===== config.mk =====
export PLATFORM = sky130hd
export DESIGN_NAME = qlsf_mac
export DESIGN_NICKNAME = d
export VERILOG_FILES = /design/src/design/qlsf_pkg.sv /design/src/design/qlsf_mac.sv
export SDC_FILE = /design/constraint.sdc
export NUM_CORES = 2
export LEC_CHECK = 0
export BUFFER_PORTS_ARGS = -buffer_cell sky130_fd_sc_hd__buf_2
export CAP_MARGIN = 25
export CORE_MARGIN = 8
export CORE_UTILIZATION = 58
export CTS_BUF_LIST = sky130_fd_sc_hd__clkbuf_2 sky130_fd_sc_hd__clkbuf_4 sky130_fd_sc_hd__clkbuf_8
export DETAILED_ROUTE_END_ITERATION = 12
export PLACE_DENSITY = 0.91
export SLEW_MARGIN = 20
export SYNTH_ARGS = -nofsm -noshare
export SYNTH_HDL_FRONTEND = slang
export SYNTH_SLANG_ARGS = --single-unit

===== constraint.sdc =====
create_clock -name clk -period 8.2 [get_ports clk]
set_input_delay 0.41 -clock clk [delete_from_list [all_inputs] [get_ports clk]]
set_output_delay 0.41 -clock clk [all_outputs]
set_load 0.1 [all_outputs]

===== src/design/qlsf_pkg.sv =====
// ----------------------------------------------------------------------------
// qlsf_pkg: shared types and constants of the quadratic least-squares fit
// Field widths, operand and destination codes of the microcode, status codes
// and the microcode program of the shared multiply-accumulate unit.
// ----------------------------------------------------------------------------
package qlsf_pkg;

  // point fields
  localparam int unsigned W_X   = 14;
  // running sums (sized for the largest list); S2, S4 and XX are never negative
  localparam int unsigned W_S1  = 24;
  localparam int unsigned W_S2  = 37;
  localparam int unsigned W_S3  = 50;
  localparam int unsigned W_S4  = 63;
  localparam int unsigned W_T0  = 24;
  localparam int unsigned W_T1  = 38;
  localparam int unsigned W_T2  = 50;
  localparam int unsigned W_XX  = 27;
  localparam int unsigned W_X3  = 40;
  // wide datapath for cofactors and determinants
  localparam int unsigned WIDE_W = 128;
  localparam int unsigned DIG_W  = 8;
  localparam int unsigned NDIG   = WIDE_W / DIG_W;
  localparam int unsigned ND_W   = $clog2(NDIG + 1);
  localparam int unsigned COEF_W = 64;
  localparam int unsigned PC_W   = 5;

  // program counter landmarks
  localparam logic [PC_W-1:0] PC_PT_END = PC_W'(5);
  localparam logic [PC_W-1:0] PC_SOLVE  = PC_W'(5);
  localparam logic [PC_W-1:0] PC_END    = PC_W'(29);

  localparam logic [ND_W-1:0] ND_PT   = ND_W'(2);
  localparam logic [ND_W-1:0] ND_FULL = ND_W'(NDIG);

  // result status
  localparam logic [1:0] ST_OK   = 2'd0;
  localparam logic [1:0] ST_FEW  = 2'd1;
  localparam logic [1:0] ST_SING = 2'd2;
  localparam logic [1:0] ST_MANY = 2'd3;

  typedef enum logic [4:0] {
    OPD_X, OPD_Y, OPD_XX, OPD_X3, OPD_N,
    OPD_S1, OPD_S2, OPD_S3, OPD_S4,
    OPD_T0, OPD_T1, OPD_T2,
    OPD_C0, OPD_C1, OPD_C2, OPD_E1, OPD_E2, OPD_E3
  } opnd_t;

  typedef enum logic [4:0] {
    DST_NONE, DST_XX, DST_X3, DST_S4, DST_T1, DST_T2,
    DST_C0, DST_C1, DST_C2, DST_E1, DST_E2, DST_E3,
    DST_D, DST_N0, DST_N1, DST_N2
  } dst_t;

  typedef struct packed {
    opnd_t           a;
    opnd_t           b;
    logic [ND_W-1:0] ndig;
    logic            init;
    logic            neg;
    dst_t            dst;
  } uop_t;

  // command to the multiply-accumulate unit
  typedef struct packed {
    logic              start;
    logic [WIDE_W-1:0] a;
    logic [WIDE_W-1:0] b;
    logic [ND_W-1:0]   ndig;
    logic              init;
    logic              neg;
  } mac_cmd_t;

  function automatic uop_t mk(opnd_t a, opnd_t b, logic [ND_W-1:0] nd,
                              logic init, logic neg, dst_t dst);
    uop_t u;
    u.a = a; u.b = b; u.ndig = nd; u.init = init; u.neg = neg; u.dst = dst;
    return u;
  endfunction

  // Per point: powers of x and cross terms. Per list: cofactors C, E,
  // then D and the three Cramer numerators (symmetric normal matrix).
  function automatic uop_t uc_rom(logic [PC_W-1:0] pc);
    uop_t u;
    unique case (pc)
      5'd0:  u = mk(OPD_X,  OPD_X,  ND_PT,   1'b1, 1'b0, DST_XX);
      5'd1:  u = mk(OPD_XX, OPD_X,  ND_PT,   1'b1, 1'b0, DST_X3);
      5'd2:  u = mk(OPD_X3, OPD_X,  ND_PT,   1'b1, 1'b0, DST_S4);
      5'd3:  u = mk(OPD_Y,  OPD_X,  ND_PT,   1'b1, 1'b0, DST_T1);
      5'd4:  u = mk(OPD_XX, OPD_Y,  ND_PT,   1'b1, 1'b0, DST_T2);
      5'd5:  u = mk(OPD_S2, OPD_N,  ND_FULL, 1'b1, 1'b0, DST_NONE);
      5'd6:  u = mk(OPD_S1, OPD_S1, ND_FULL, 1'b0, 1'b1, DST_C0);
      5'd7:  u = mk(OPD_S3, OPD_N,  ND_FULL, 1'b1, 1'b0, DST_NONE);
      5'd8:  u = mk(OPD_S1, OPD_S2, ND_FULL, 1'b0, 1'b1, DST_C1);
      5'd9:  u = mk(OPD_S3, OPD_S1, ND_FULL, 1'b1, 1'b0, DST_NONE);
      5'd10: u = mk(OPD_S2, OPD_S2, ND_FULL, 1'b0, 1'b1, DST_C2);
      5'd11: u = mk(OPD_S4, OPD_N,  ND_FULL, 1'b1, 1'b0, DST_NONE);
      5'd12: u = mk(OPD_S2, OPD_S2, ND_FULL, 1'b0, 1'b1, DST_E1);
      5'd13: u = mk(OPD_S4, OPD_S1, ND_FULL, 1'b1, 1'b0, DST_NONE);
      5'd14: u = mk(OPD_S2, OPD_S3, ND_FULL, 1'b0, 1'b1, DST_E2);
      5'd15: u = mk(OPD_S4, OPD_S2, ND_FULL, 1'b1, 1'b0, DST_NONE);
      5'd16: u = mk(OPD_S3, OPD_S3, ND_FULL, 1'b0, 1'b1, DST_E3);
      5'd17: u = mk(OPD_S4, OPD_C0, ND_FULL, 1'b1, 1'b0, DST_NONE);
      5'd18: u = mk(OPD_S3, OPD_C1, ND_FULL, 1'b0, 1'b1, DST_NONE);
      5'd19: u = mk(OPD_S2, OPD_C2, ND_FULL, 1'b0, 1'b0, DST_D);
      5'd20: u = mk(OPD_T2, OPD_C0, ND_FULL, 1'b1, 1'b0, DST_NONE);
      5'd21: u = mk(OPD_T1, OPD_C1, ND_FULL, 1'b0, 1'b1, DST_NONE);
      5'd22: u = mk(OPD_T0, OPD_C2, ND_FULL, 1'b0, 1'b0, DST_N0);
      5'd23: u = mk(OPD_T2, OPD_C1, ND_FULL, 1'b1, 1'b1, DST_NONE);
      5'd24: u = mk(OPD_T1, OPD_E1, ND_FULL, 1'b0, 1'b0, DST_NONE);
      5'd25: u = mk(OPD_T0, OPD_E2, ND_FULL, 1'b0, 1'b1, DST_N1);
      5'd26: u = mk(OPD_T2, OPD_C2, ND_FULL, 1'b1, 1'b0, DST_NONE);
      5'd27: u = mk(OPD_T1, OPD_E2, ND_FULL, 1'b0, 1'b1, DST_NONE);
      5'd28: u = mk(OPD_T0, OPD_E3, ND_FULL, 1'b0, 1'b0, DST_N2);
      default: u = mk(OPD_X, OPD_X, ND_PT, 1'b1, 1'b0, DST_NONE);
    endcase
    return u;
  endfunction

endpackage


===== src/design/qlsf_mac.sv =====
// ----------------------------------------------------------------------------
// qlsf_mac: shared multiply-accumulate unit
// acc = (init ? 0 : acc) +/- a * b, modulo 2^128, taking one 8-bit digit of b
// per cycle; the top digit used is signed.
// ----------------------------------------------------------------------------
module qlsf_mac
  import qlsf_pkg::*;
(
  input  logic              clk,
  input  logic              rst_n,
  input  mac_cmd_t          cmd,
  output logic              done,
  output logic [WIDE_W-1:0] acc
);

  logic [WIDE_W-1:0] a_r, b_r, acc_r;
  logic [ND_W-1:0]   cnt_r, ndig_r;
  logic              neg_r, busy_r, done_r;
  logic              last_dig;
  logic signed [DIG_W:0]   sdig;
  logic signed [DIG_W+1:0] ndig_val;
  logic signed [WIDE_W+DIG_W+1:0] prod;

  // digit select and one partial product
  always_comb begin
    last_dig = (cnt_r == ndig_r - ND_W'(1));
    sdig     = last_dig ? $signed({b_r[DIG_W-1], b_r[DIG_W-1:0]})
                        : $signed({1'b0, b_r[DIG_W-1:0]});
    ndig_val = neg_r ? -(DIG_W+2)'(sdig) : (DIG_W+2)'(sdig);
    prod     = $signed(a_r) * ndig_val;
  end

  // control
  always_ff @(posedge clk) begin
    if (!rst_n) begin
      busy_r <= 1'b0;
      done_r <= 1'b0;
    end else begin
      done_r <= busy_r && last_dig;
      if (cmd.start) begin
        busy_r <= 1'b1;
      end else if (busy_r && last_dig) begin
        busy_r <= 1'b0;
      end
    end
  end

  // datapath
  always_ff @(posedge clk) begin
    if (cmd.start) begin
      a_r    <= cmd.a;
      b_r    <= cmd.b;
      ndig_r <= cmd.ndig;
      neg_r  <= cmd.neg;
      cnt_r  <= '0;
      if (cmd.init) begin
        acc_r <= '0;
      end
    end else if (busy_r) begin
      acc_r <= acc_r + prod[WIDE_W-1:0];
      a_r   <= a_r << DIG_W;
      b_r   <= b_r >> DIG_W;
      cnt_r <= cnt_r + ND_W'(1);
    end
  end

  assign done = done_r;
  assign acc  = acc_r;

endmodule


==> run summary <==
status: finished, violations left
failing checks: setup timing
Final HPWL DP: 137000 um
multiplexer share of the synthesized area: 4.78%
R2R Path End: acc[95]
Die Y: 335 um
Top Layer Used: met5
top post-synthesis cells by area: fa_1 37%, edfxtp_1 20%, inv_1 6.5%, ha_1 5.8%, mux2_2 4.6%
Place WS: -801 ps
Post-synth EDFFs: 390
worst-case headroom to the max-slew limit: 31.8%
Critical R2R Launch: ndig_r[0]
Area growth syn-to-layout: 18.1%
CTS tree: built
worst setup margin: -528 ps
met3 WL post-DR: 29000 um
Final Cycle Share: 106%
Post-synth top cells: 1093 x fa_1, 1027 x inv_1, 514 x nand2_1
Fin Setup TNS: -13720 ps
Synth Area in XOR/XNOR: 2.17%
vias after detailed routing: 49127
Vias/cell: 6.18
share of layout cells above drive strength 1: 19.9%
drt drc: 0
Yosys warning total: 0
antenna-violating nets left: 0
flop2flop setup slack: -530 ps
Synth Register Bits: 397
M1 WL: 67400 um
Slowest cell on crit path: fa_1
RSZ-0062 raised after global routing: true
top-count cell post-synth: fa_1
Max Slew Vio Count: 0
fin crit period: 8730 ps
CP max FO: 10
hold path depth: 2
met2 WL: 98400 um
Synth top area share: 37.2%
compound-gate portion of the synthesized area: 5.58%
DRT iter0 DRCs: 5991
CTS buffer count: 75
core area: 0.101 sq mm
largest family of logic cells by synthesized area: adder cells
H-tree depth: 3
Worst path depth: 35
startpoint class of the critical path: flop
endpoint class of the critical path: flop
largest net degree at the start of global routing: 150
Unique masters post-synth: 79
post-layout instance area: 0.0696 sq mm
crit-path most repeated cell: fa_1
I/O pin count: 395
number of buffers and inverters on the critical path: 11
simple-gate portion of the synthesized area: 15.4%
filler cell count: 6634
Syn Inst Count: 5858
family with the most delay on the worst path: adder cells
# setup viols final: 60
GP Congestion: 0.982
gr usage total: 36.4%
vias in the first global route: 53033
Avg WL per Cell: 26.9 um
Fmax: 0.115 GHz
clock transition at the registers of the reported paths: 80 ps
Critical Path RT: 8660 ps
Hold Path Origin: cmd[160]
syn nets: 7489
Hold Path Class: input port to flop
Remaining Overflow, GRT: 0
input/output buffers: 394
hold worst-path end: a_r[25]
Max clock buf depth: 3
first-pass GRT wire length: 311000 um
worst-margin pin slew: 1020 ps
Root Buffer Master: clkbuf_8
R2R cell count: 35
Post-Syn Area: 0.0589 sq mm
Std-Cell Rows: 117
TritonCTS Sinks: 397
CP peak stage delay: 560 ps
ys async rst share: 0%
DIE AREA: 0.112 sq mm
Most used DFF post-synth: edfxtp_1
final wirelength: 214000 um
clk_skew: 88.2 ps
post-synthesis adder-cell area fraction: 42.9%
largest area contributor in the netlist: fa_1
initial antenna violation count: 25
critical setup path kind: flop to flop
Max-cap violations: 0
worst endpoint data arrival time: 9190 ps
Post-DP Area: 0.0633 sq mm
final hold vios: 0
Avg Synthesized Cell Area: 10.0 sq um
starting density of the core: 58.2%
Seq/Total Area, Yosys: 20.1%
Die Wd: 335 um
Final #Nets: 8125
total iterations of the first detailed-routing run: 9
clk_lat worst skew: 800 ps
==> final cells by class <==
cell class              count  area [sq um]  area share (%)
repair buffers            920          7120            10.2
clock buffers              98          1200            1.73
multi-input cells        4073         43400            62.3
clock inverters            39           390           0.561
flip-flops and latches    397         11900            17.0
diodes                     26          65.1          0.0935
well taps                1368          1710            2.46
inverters                1027          3850            5.54
==> through the flow <==
step / util (%) / instances / hold WS [ps]
final: 68.8 / 7948 / 72.3
after global routing: 68.7 / 7933 / 26.9
after global placement: 62.6 / 7491 / 513
after CTS: 67.0 / 7885 / 0.489
after detailed placement: 62.6 / 7491 / 537
after floorplan: - / 5858 / 500
==> sequential cells by signal, indices dropped and copies added (netlist names) <==
signal  cells
a_r       128
acc       128
b_r       128
busy_r      1
cnt_r       5
done        1
ndig_r      5
neg_r       1
==> placed cells by master (no fill, tap or decap), types with 35 or more instances in the layout <==
master            n
a21oi_1         134
ha_1            230
mux2_2          240
fa_1           1084
inv_1          1022
nand4_1          49
edfxtp_1        390
xor2_1           60
dlygate4sd3_1   245
xnor2_1          73
and2_1          369
buf_4           229
a21o_1           73
nand2_1         509
o21ai_0          51
nor2_1          299
ha_4             35
clkbuf_8         75
a21oi_2          44
buf_2           393
nor2b_1         385
==> repair_timing <==
action	CTS	global route
gates cloned	1	8
buffers inserted	12	28
setup endpoints to repair	40	73
pin swaps	31	82
resized for setup	52	278
hold endpoints to repair	245	1
hold buffers	244	1
==> kinds of logic after synthesis <==
family | after synthesis
adder cells (fa/ha/maj) | 1365
flip-flops | 397
multiplexers | 250
AO/OA/AOI/OAI | 519
XOR/XNOR | 146
AND/OR/NAND/NOR | 1792
buffers and inverters | 1389
==> worst max path at each step <==
stage               from  endpoint  slack [ps]
6_report       ndig_r[0]   acc[95]        -530
5_1_grt        ndig_r[0]   acc[95]        -590
4_1_cts        ndig_r[1]  acc[126]        -110
3_5_place_dp   ndig_r[1]  acc[122]        -800
3_3_place_gp   ndig_r[1]  acc[122]        -570
2_1_floorplan     b_r[0]  acc[126]         630
==> per-layer routing <==
metal / global-route usage [%] / up-vias
met1: 41.8 / 23939
met4: 22.7 / 16
li1: - / 19421
met5: 0 / -
met3: 11.6 / 1433
met2: 59.1 / 4318
==> worst reg2reg max path, delay by kind of cell (launching register included) <==
| family | cells | cell delay (ps) |
|---|---|---|
| adder cells (fa/ha/maj) | 7 | 2930 |
| AO/OA/AOI/OAI | 9 | 2110 |
| buffers and inverters | 11 | 1550 |
| AND/OR/NAND/NOR | 6 | 980 |
| flip-flops | 1 | 520 |
| XOR/XNOR | 2 | 330 |
Power is not shown: default switching activity piles up to over one toggle a cycle in this logic, so the estimate is an artifact.
