`src/design/qlsf_pkg.sv`:
```
// ----------------------------------------------------------------------------
// qlsf_pkg: shared types and constants of the quadratic least-squares fit
// Field widths, operand and destination codes of the microcode, status codes
// and the microcode program of the shared multiply-accumulate unit.
// ----------------------------------------------------------------------------
package qlsf_pkg;

  // point fields
  localparam int unsigned W_X   = 14;
  // running sums (sized for the largest list); S2, S4 and XX are never negative
  localparam int unsigned W_S1  = 24;
  localparam int unsigned W_S2  = 37;
  localparam int unsigned W_S3  = 50;
  localparam int unsigned W_S4  = 63;
  localparam int unsigned W_T0  = 24;
  localparam int unsigned W_T1  = 38;
  localparam int unsigned W_T2  = 50;
  localparam int unsigned W_XX  = 27;
  localparam int unsigned W_X3  = 40;
  // wide datapath for cofactors and determinants
  localparam int unsigned WIDE_W = 128;
  localparam int unsigned DIG_W  = 8;
  localparam int unsigned NDIG   = WIDE_W / DIG_W;
  localparam int unsigned ND_W   = $clog2(NDIG + 1);
  localparam int unsigned COEF_W = 64;
  localparam int unsigned PC_W   = 5;

  // program counter landmarks
  localparam logic [PC_W-1:0] PC_PT_END = PC_W'(5);
  localparam logic [PC_W-1:0] PC_SOLVE  = PC_W'(5);
  localparam logic [PC_W-1:0] PC_END    = PC_W'(29);

  localparam logic [ND_W-1:0] ND_PT   = ND_W'(2);
  localparam logic [ND_W-1:0] ND_FULL = ND_W'(NDIG);

  // result status
  localparam logic [1:0] ST_OK   = 2'd0;
  localparam logic [1:0] ST_FEW  = 2'd1;
  localparam logic [1:0] ST_SING = 2'd2;
  localparam logic [1:0] ST_MANY = 2'd3;

  typedef enum logic [4:0] {
    OPD_X, OPD_Y, OPD_XX, OPD_X3, OPD_N,
    OPD_S1, OPD_S2, OPD_S3, OPD_S4,
    OPD_T0, OPD_T1, OPD_T2,
    OPD_C0, OPD_C1, OPD_C2, OPD_E1, OPD_E2, OPD_E3
  } opnd_t;

  typedef enum logic [4:0] {
    DST_NONE, DST_XX, DST_X3, DST_S4, DST_T1, DST_T2,
    DST_C0, DST_C1, DST_C2, DST_E1, DST_E2, DST_E3,
    DST_D, DST_N0, DST_N1, DST_N2
  } dst_t;

  typedef struct packed {
    opnd_t           a;
    opnd_t           b;
    logic [ND_W-1:0] ndig;
    logic            init;
    logic            neg;
    dst_t            dst;
  } uop_t;

  // command to the multiply-accumulate unit
  typedef struct packed {
    logic              start;
    logic [WIDE_W-1:0] a;
    logic [WIDE_W-1:0] b;
    logic [ND_W-1:0]   ndig;
    logic              init;
    logic              neg;
  } mac_cmd_t;

  function automatic uop_t mk(opnd_t a, opnd_t b, logic [ND_W-1:0] nd,
                              logic init, logic neg, dst_t dst);
    uop_t u;
    u.a = a; u.b = b; u.ndig = nd; u.init = init; u.neg = neg; u.dst = dst;
    return u;
  endfunction

  // Per point: powers of x and cross terms. Per list: cofactors C, E,
  // then D and the three Cramer numerators (symmetric normal matrix).
  function automatic uop_t uc_rom(logic [PC_W-1:0] pc);
    uop_t u;
    unique case (pc)
      5'd0:  u = mk(OPD_X,  OPD_X,  ND_PT,   1'b1, 1'b0, DST_XX);
      5'd1:  u = mk(OPD_XX, OPD_X,  ND_PT,   1'b1, 1'b0, DST_X3);
      5'd2:  u = mk(OPD_X3, OPD_X,  ND_PT,   1'b1, 1'b0, DST_S4);
      5'd3:  u = mk(OPD_Y,  OPD_X,  ND_PT,   1'b1, 1'b0, DST_T1);
      5'd4:  u = mk(OPD_XX, OPD_Y,  ND_PT,   1'b1, 1'b0, DST_T2);
      5'd5:  u = mk(OPD_S2, OPD_N,  ND_FULL, 1'b1, 1'b0, DST_NONE);
      5'd6:  u = mk(OPD_S1, OPD_S1, ND_FULL, 1'b0, 1'b1, DST_C0);
      5'd7:  u = mk(OPD_S3, OPD_N,  ND_FULL, 1'b1, 1'b0, DST_NONE);
      5'd8:  u = mk(OPD_S1, OPD_S2, ND_FULL, 1'b0, 1'b1, DST_C1);
      5'd9:  u = mk(OPD_S3, OPD_S1, ND_FULL, 1'b1, 1'b0, DST_NONE);
      5'd10: u = mk(OPD_S2, OPD_S2, ND_FULL, 1'b0, 1'b1, DST_C2);
      5'd11: u = mk(OPD_S4, OPD_N,  ND_FULL, 1'b1, 1'b0, DST_NONE);
      5'd12: u = mk(OPD_S2, OPD_S2, ND_FULL, 1'b0, 1'b1, DST_E1);
      5'd13: u = mk(OPD_S4, OPD_S1, ND_FULL, 1'b1, 1'b0, DST_NONE);
      5'd14: u = mk(OPD_S2, OPD_S3, ND_FULL, 1'b0, 1'b1, DST_E2);
      5'd15: u = mk(OPD_S4, OPD_S2, ND_FULL, 1'b1, 1'b0, DST_NONE);
      5'd16: u = mk(OPD_S3, OPD_S3, ND_FULL, 1'b0, 1'b1, DST_E3);
      5'd17: u = mk(OPD_S4, OPD_C0, ND_FULL, 1'b1, 1'b0, DST_NONE);
      5'd18: u = mk(OPD_S3, OPD_C1, ND_FULL, 1'b0, 1'b1, DST_NONE);
      5'd19: u = mk(OPD_S2, OPD_C2, ND_FULL, 1'b0, 1'b0, DST_D);
      5'd20: u = mk(OPD_T2, OPD_C0, ND_FULL, 1'b1, 1'b0, DST_NONE);
      5'd21: u = mk(OPD_T1, OPD_C1, ND_FULL, 1'b0, 1'b1, DST_NONE);
      5'd22: u = mk(OPD_T0, OPD_C2, ND_FULL, 1'b0, 1'b0, DST_N0);
      5'd23: u = mk(OPD_T2, OPD_C1, ND_FULL, 1'b1, 1'b1, DST_NONE);
      5'd24: u = mk(OPD_T1, OPD_E1, ND_FULL, 1'b0, 1'b0, DST_NONE);
      5'd25: u = mk(OPD_T0, OPD_E2, ND_FULL, 1'b0, 1'b1, DST_N1);
      5'd26: u = mk(OPD_T2, OPD_C2, ND_FULL, 1'b1, 1'b0, DST_NONE);
      5'd27: u = mk(OPD_T1, OPD_E2, ND_FULL, 1'b0, 1'b1, DST_NONE);
      5'd28: u = mk(OPD_T0, OPD_E3, ND_FULL, 1'b0, 1'b0, DST_N2);
      default: u = mk(OPD_X, OPD_X, ND_PT, 1'b1, 1'b0, DST_NONE);
    endcase
    return u;
  endfunction

endpackage

```
`src/design/qlsf_div.sv`:
```
// ----------------------------------------------------------------------------
// qlsf_div: serial signed quotient with scaling, rounding and saturation
// quo = round(num * 2^FRAC / den), ties away from zero, clamped to 64 bits.
// Restoring division, one quotient bit per cycle.
// ----------------------------------------------------------------------------
module qlsf_div
  import qlsf_pkg::*;
#(
  parameter int FRAC = 32
) (
  input  logic              clk,
  input  logic              rst_n,
  input  logic              start,
  input  logic [WIDE_W-1:0] num,
  input  logic [WIDE_W-1:0] den,
  output logic              done,
  output logic [COEF_W-1:0] quo
);

  localparam int NW = WIDE_W + FRAC + 2;
  localparam int IW = $clog2(NW);
  localparam logic [IW-1:0] IDX_TOP = IW'(COEF_W - 1);

  typedef enum logic [3:0] {
    D_IDLE = 4'b0001, D_PREP = 4'b0010, D_RUN = 4'b0100, D_FIN = 4'b1000
  } dst_st_t;

  dst_st_t             st_r;
  logic [WIDE_W-1:0]   an_r, ad_r;
  logic [NW-1:0]       n_r;
  logic [WIDE_W:0]     den_r, rem_r;
  logic [WIDE_W:0]     rem_sh;
  logic [COEF_W-2:0]   q_r;
  logic [IW-1:0]       idx_r;
  logic                neg_r, ovf_r, ge, done_r;
  logic [COEF_W-1:0]   quo_r;

  // restoring step
  always_comb begin
    rem_sh = {rem_r[WIDE_W-1:0], n_r[NW-1]};
    ge     = (rem_sh >= den_r);
  end

  always_ff @(posedge clk) begin
    if (!rst_n) begin
      st_r   <= D_IDLE;
      done_r <= 1'b0;
    end else begin
      done_r <= 1'b0;
      unique case (st_r)
        D_IDLE: if (start) st_r <= D_PREP;
        D_PREP: st_r <= D_RUN;
        D_RUN:  if (idx_r == '0) st_r <= D_FIN;
        D_FIN: begin
          done_r <= 1'b1;
          st_r   <= D_IDLE;
        end
        default: st_r <= D_IDLE;
      endcase
    end
  end

  always_ff @(posedge clk) begin
    unique case (st_r)
      D_IDLE: begin
        // magnitudes and result sign
        an_r  <= num[WIDE_W-1] ? -num : num;
        ad_r  <= den[WIDE_W-1] ? -den : den;
        neg_r <= num[WIDE_W-1] ^ den[WIDE_W-1];
      end
      D_PREP: begin
        n_r   <= ({{(NW-WIDE_W){1'b0}}, an_r} << (FRAC + 1))
                 + {{(NW-WIDE_W){1'b0}}, ad_r};
        den_r <= {ad_r, 1'b0};
        rem_r <= '0;
        idx_r <= IW'(NW - 1);
        ovf_r <= 1'b0;
        q_r   <= '0;
      end
      D_RUN: begin
        rem_r <= ge ? rem_sh - den_r : rem_sh;
        n_r   <= n_r << 1;
        q_r   <= {q_r[COEF_W-3:0], ge};
        if (ge && idx_r >= IDX_TOP) ovf_r <= 1'b1;
        idx_r <= idx_r - IW'(1);
      end
      D_FIN: begin
        if (ovf_r) begin
          quo_r <= neg_r ? {1'b1, {(COEF_W-1){1'b0}}} : {1'b0, {(COEF_W-1){1'b1}}};
        end else begin
          quo_r <= neg_r ? -{1'b0, q_r} : {1'b0, q_r};
        end
      end
      default: ;
    endcase
  end

  assign done = done_r;
  assign quo  = quo_r;

endmodule

```
`config.mk`:
```
export PLATFORM = sky130hd
export DESIGN_NAME = qlsf_div
export DESIGN_NICKNAME = d
export VERILOG_FILES = /design/src/design/qlsf_pkg.sv /design/src/design/qlsf_div.sv
export SDC_FILE = /design/constraint.sdc
export NUM_CORES = 2
export LEC_CHECK = 0
export ABC_CLOCK_PERIOD_IN_PS = 13200
export BUFFER_PORTS_ARGS = -buffer_cell sky130_fd_sc_hd__buf_4
export CAP_MARGIN = 20
export CORE_UTILIZATION = 52
export CTS_BUF_LIST = sky130_fd_sc_hd__clkbuf_16
export CTS_CLUSTER_DIAMETER = 150
export DETAILED_ROUTE_END_ITERATION = 12
export GPL_TIMING_DRIVEN = 0
export PLACE_DENSITY = 0.71
export RECOVER_POWER = 100
export SYNTH_ARGS = -nofsm -noshare
export SYNTH_HDL_FRONTEND = slang
export SYNTH_SLANG_ARGS = --single-unit
```
`constraint.sdc`:
```
create_clock -name clk -period 13.2 [get_ports clk]
set_input_delay 1.98 -clock clk [delete_from_list [all_inputs] [get_ports clk]]
set_output_delay 1.98 -clock clk [all_outputs]
set_load 0.02 [all_outputs]
```
==> impl_metrics.yaml <==
flow_run:
  maxCapViolCount: 11
global_routing:
  grt_pass1_vias: 42000
  grt_overflow: 0
  grt_usage_pct: 33.5
  grt_pass1_wl_mm: 254
  met2_usage_pct: 52.1
  grt_max_degree: 122
  gr-max-usage-layer: "met2"
  grtUsageMet3_pct: 5.11
  antenna_found_initial: 12
  grtUsageMet1_pct: 47.7
cts:
  clockRootBuffer: "clkbuf_16"
  postCtsSetupBuffers: 0
  cts_resized: 0
  numCtsBuffers: 89
  clockBufferDepth: 3
  cts_tree: "built"
  clock_sink_count: 816
  worstSkewPairLatency_ns: 0.69
  htreeDepth: 3
  cts_hold_buf: 0
  clk_pin_slew_ns: 0.06
worst_hold_path:
  hold_path.class: "register to register"
detailed_routing:
  drt-total-wl_mm: 171
  dr.first_iter.drc_count: 4972
  drc: 0
  drt.antenna.violating_nets: 0
  wl_per_cell_um: 23.8
  first_pass_iters: 7
  avgViaCountPerCell: 6.22
  vias: 44600
die:
  dieArea_um2: 100000
  dieHeight_um: 317
  rows: 115
  placeableCoreArea_um2: 98300
  die_w_um: 317
  start_util_pct: 52.4
  io_pins: 324
logic_synthesis:
  synth_edf_count: 811
  ys.flop_type: "edfxtp_1"
  syn_avg_cell_area_um2: 9.62
  seq_area_frac_synth_pct: 47.4
  yosysWarningCount: 0
  syn_area_um2: 51500
  ys_types: 87
  syn_inst: 5358
  synth_seq_cells: 816
  syn_nets: 5848
  synthArstFlopShare_pct: 0
sta:
  post-route-period-util_pct: 70.8
  holdWs_ns: 0.448
  max_freq_ghz: 0.107
  post-route-min-period_ns: 9.34
  rsz0062_at_grt: "false"
  slew_headroom_pct: -299
  timing_hold_violations_final: 0
  fin_skew_ns: 0.0307
  finalMaxSlewViolations: 583
  setup_viol: 0
  worst_pin_slew_ns: 5.99
status:
  status: "finished, violations left"
  violations: "capacitance limit, slew limit"
power:
  power.density_nw_per_um2: 235
  peakVddDrop_uv: 202
  p_leak_nw: 21.0
worst_setup_path:
  worst_ep_required_time_ns: 13.53
  start_kind: "register"
  crit_path_end_kind: "register"
  path_class: "register to register"
  crit_fanout: 67
  crit_arrival_ns: 9.68
placed_design:
  port_buffers: 319
  gp_congestion: 1.04
  dp_hpwl_mm: 134
cells_and_area:
  syn2layout_area_growth_pct: 13.2
  layout-drive-gt1-share_pct: 7.43
  final_core_util_pct: 59.4
  fillers: 8607
  nets: 6285
## through the flow
stage / cells / area (um2) / setup TNS, ns / setup slack [ns] / power (W)
2_1_floorplan: 5358 / 51500 / 0 / 3.43 / 0.00917
3_3_place_gp: 6964 / 55500 / -1245.47 / -3.50 / 0.0110
3_5_place_dp: 6990 / 56000 / 0 / 6.15 / 0.0109
4_1_cts: 7152 / 59000 / 0 / 6.87 / 0.0135
5_1_grt: 7160 / 58300 / 0 / 3.51 / 0.0145
6_report: 7165 / 58300 / 0 / 3.86 / 0.0137
## critical path, stage by stage (launching register included)
cell      delay, ns
dfxtp_1        0.33
or4b_2         0.67
clkbuf_1       0.17
clkbuf_1       0.54
clkbuf_1       0.40
clkbuf_1       0.53
nand2_1        0.78
clkbuf_1       2.47
clkbuf_1       2.63
buf_16         0.32
## synthesized netlist by cell type (all sizes together) (36+ instances only)
master | count | area [um2]
a21o | 110 | 826
xnor2 | 380 | 3330
o31ai | 92 | 709
or3 | 77 | 497
nand3 | 77 | 385
or4 | 54 | 435
nor3 | 111 | 556
o21ai | 345 | 1730
ha | 229 | 2870
a211oi | 52 | 390
inv | 220 | 826
o21bai | 69 | 518
edfxtp | 811 | 24400
xor2 | 123 | 1080
a21oi | 545 | 2730
o21a | 41 | 308
nor4 | 55 | 365
nand2b | 50 | 328
nand2 | 653 | 2450
nand4 | 130 | 813
o41ai | 41 | 359
and2 | 79 | 494
clkbuf | 232 | 871
a31oi | 39 | 244
nor2 | 424 | 1590
nor2b | 36 | 225
## layer usage
metal	up-vias	share of wire, %
met4	2	3.7
met3	327	9.2
met1	21500	43
met5	-	0.0059
met2	2184	44
li1	20600	-
## cells in the final DEF, fill, tap and decap left out, types with 43 or more instances in the layout
cell and n:
a211oi_1 52, nand4_1 130, o21bai_1 69, or4_1 49
nand2b_1 50, edfxtp_1 811, clkbuf_1 344, clkbuf_16 91
o21ai_0 345, nand3_1 77, buf_4 244, a21o_1 110
xnor2_1 380, nor2_1 423, nor4_1 53, and2_1 43
nor3_1 111, xor2_1 123, or3_1 76, nand2_1 653
ha_1 229, inv_1 234, a21oi_1 545, o31ai_1 92
## layout make-up
cell class                      instances  area, um2  share of cell area, %
Antenna cell                           12       30.0                 0.0515
Buffer                                253        950                   1.63
Clock buffer                           91       2280                   3.90
Clock inverter                         71        674                   1.16
Inverter                              221        832                   1.43
Multi-Input combinational cell       4068      25200                   43.2
Sequential cell                       816      24500                   41.9
Tap cell                             1287       1610                   2.76
Timing Repair Buffer                  346       2290                   3.92
## worst paths after layout
check | slack, ns | to | startpoint | cells past startpoint
worst max-delay path | 3.86 | n_r[67] | st_r[0] | 9
worst max register to register | 3.86 | n_r[67] | st_r[0] | 9
worst min-delay path | 0.45 | den_r[27] | ad_r[26] | 0
worst min register to register | 0.45 | den_r[27] | ad_r[26] | 0
## power by group
group          switching (W)  leakage [nW]  internal [W]
logic                0.00406          11.9       0.00222
clock network        0.00109          1.50       0.00147
registers           0.000597          7.63       0.00425
## flip-flops by register name (all words and copies together) (netlist names)
name   flops
neg_r      1
idx_r      8
q_r       63
rem_r    128
ad_r     128
st_r       4
quo       64
n_r      162
an_r     128
done       1
den_r    128
ovf_r      1
## cells by family after synthesis
kind of cell	count (synthesis)	synth area share, %
AOI/OAI and AO/OA	1477	17.4
xor gates and xnor gates	503	8.55
adders and majority gates	231	5.64
buffers and inverters	474	3.47
DFF	816	47.4
muxes	10	0.197
and+or+nand+nor	1847	17.3
(Power assumes the default switching activity.)
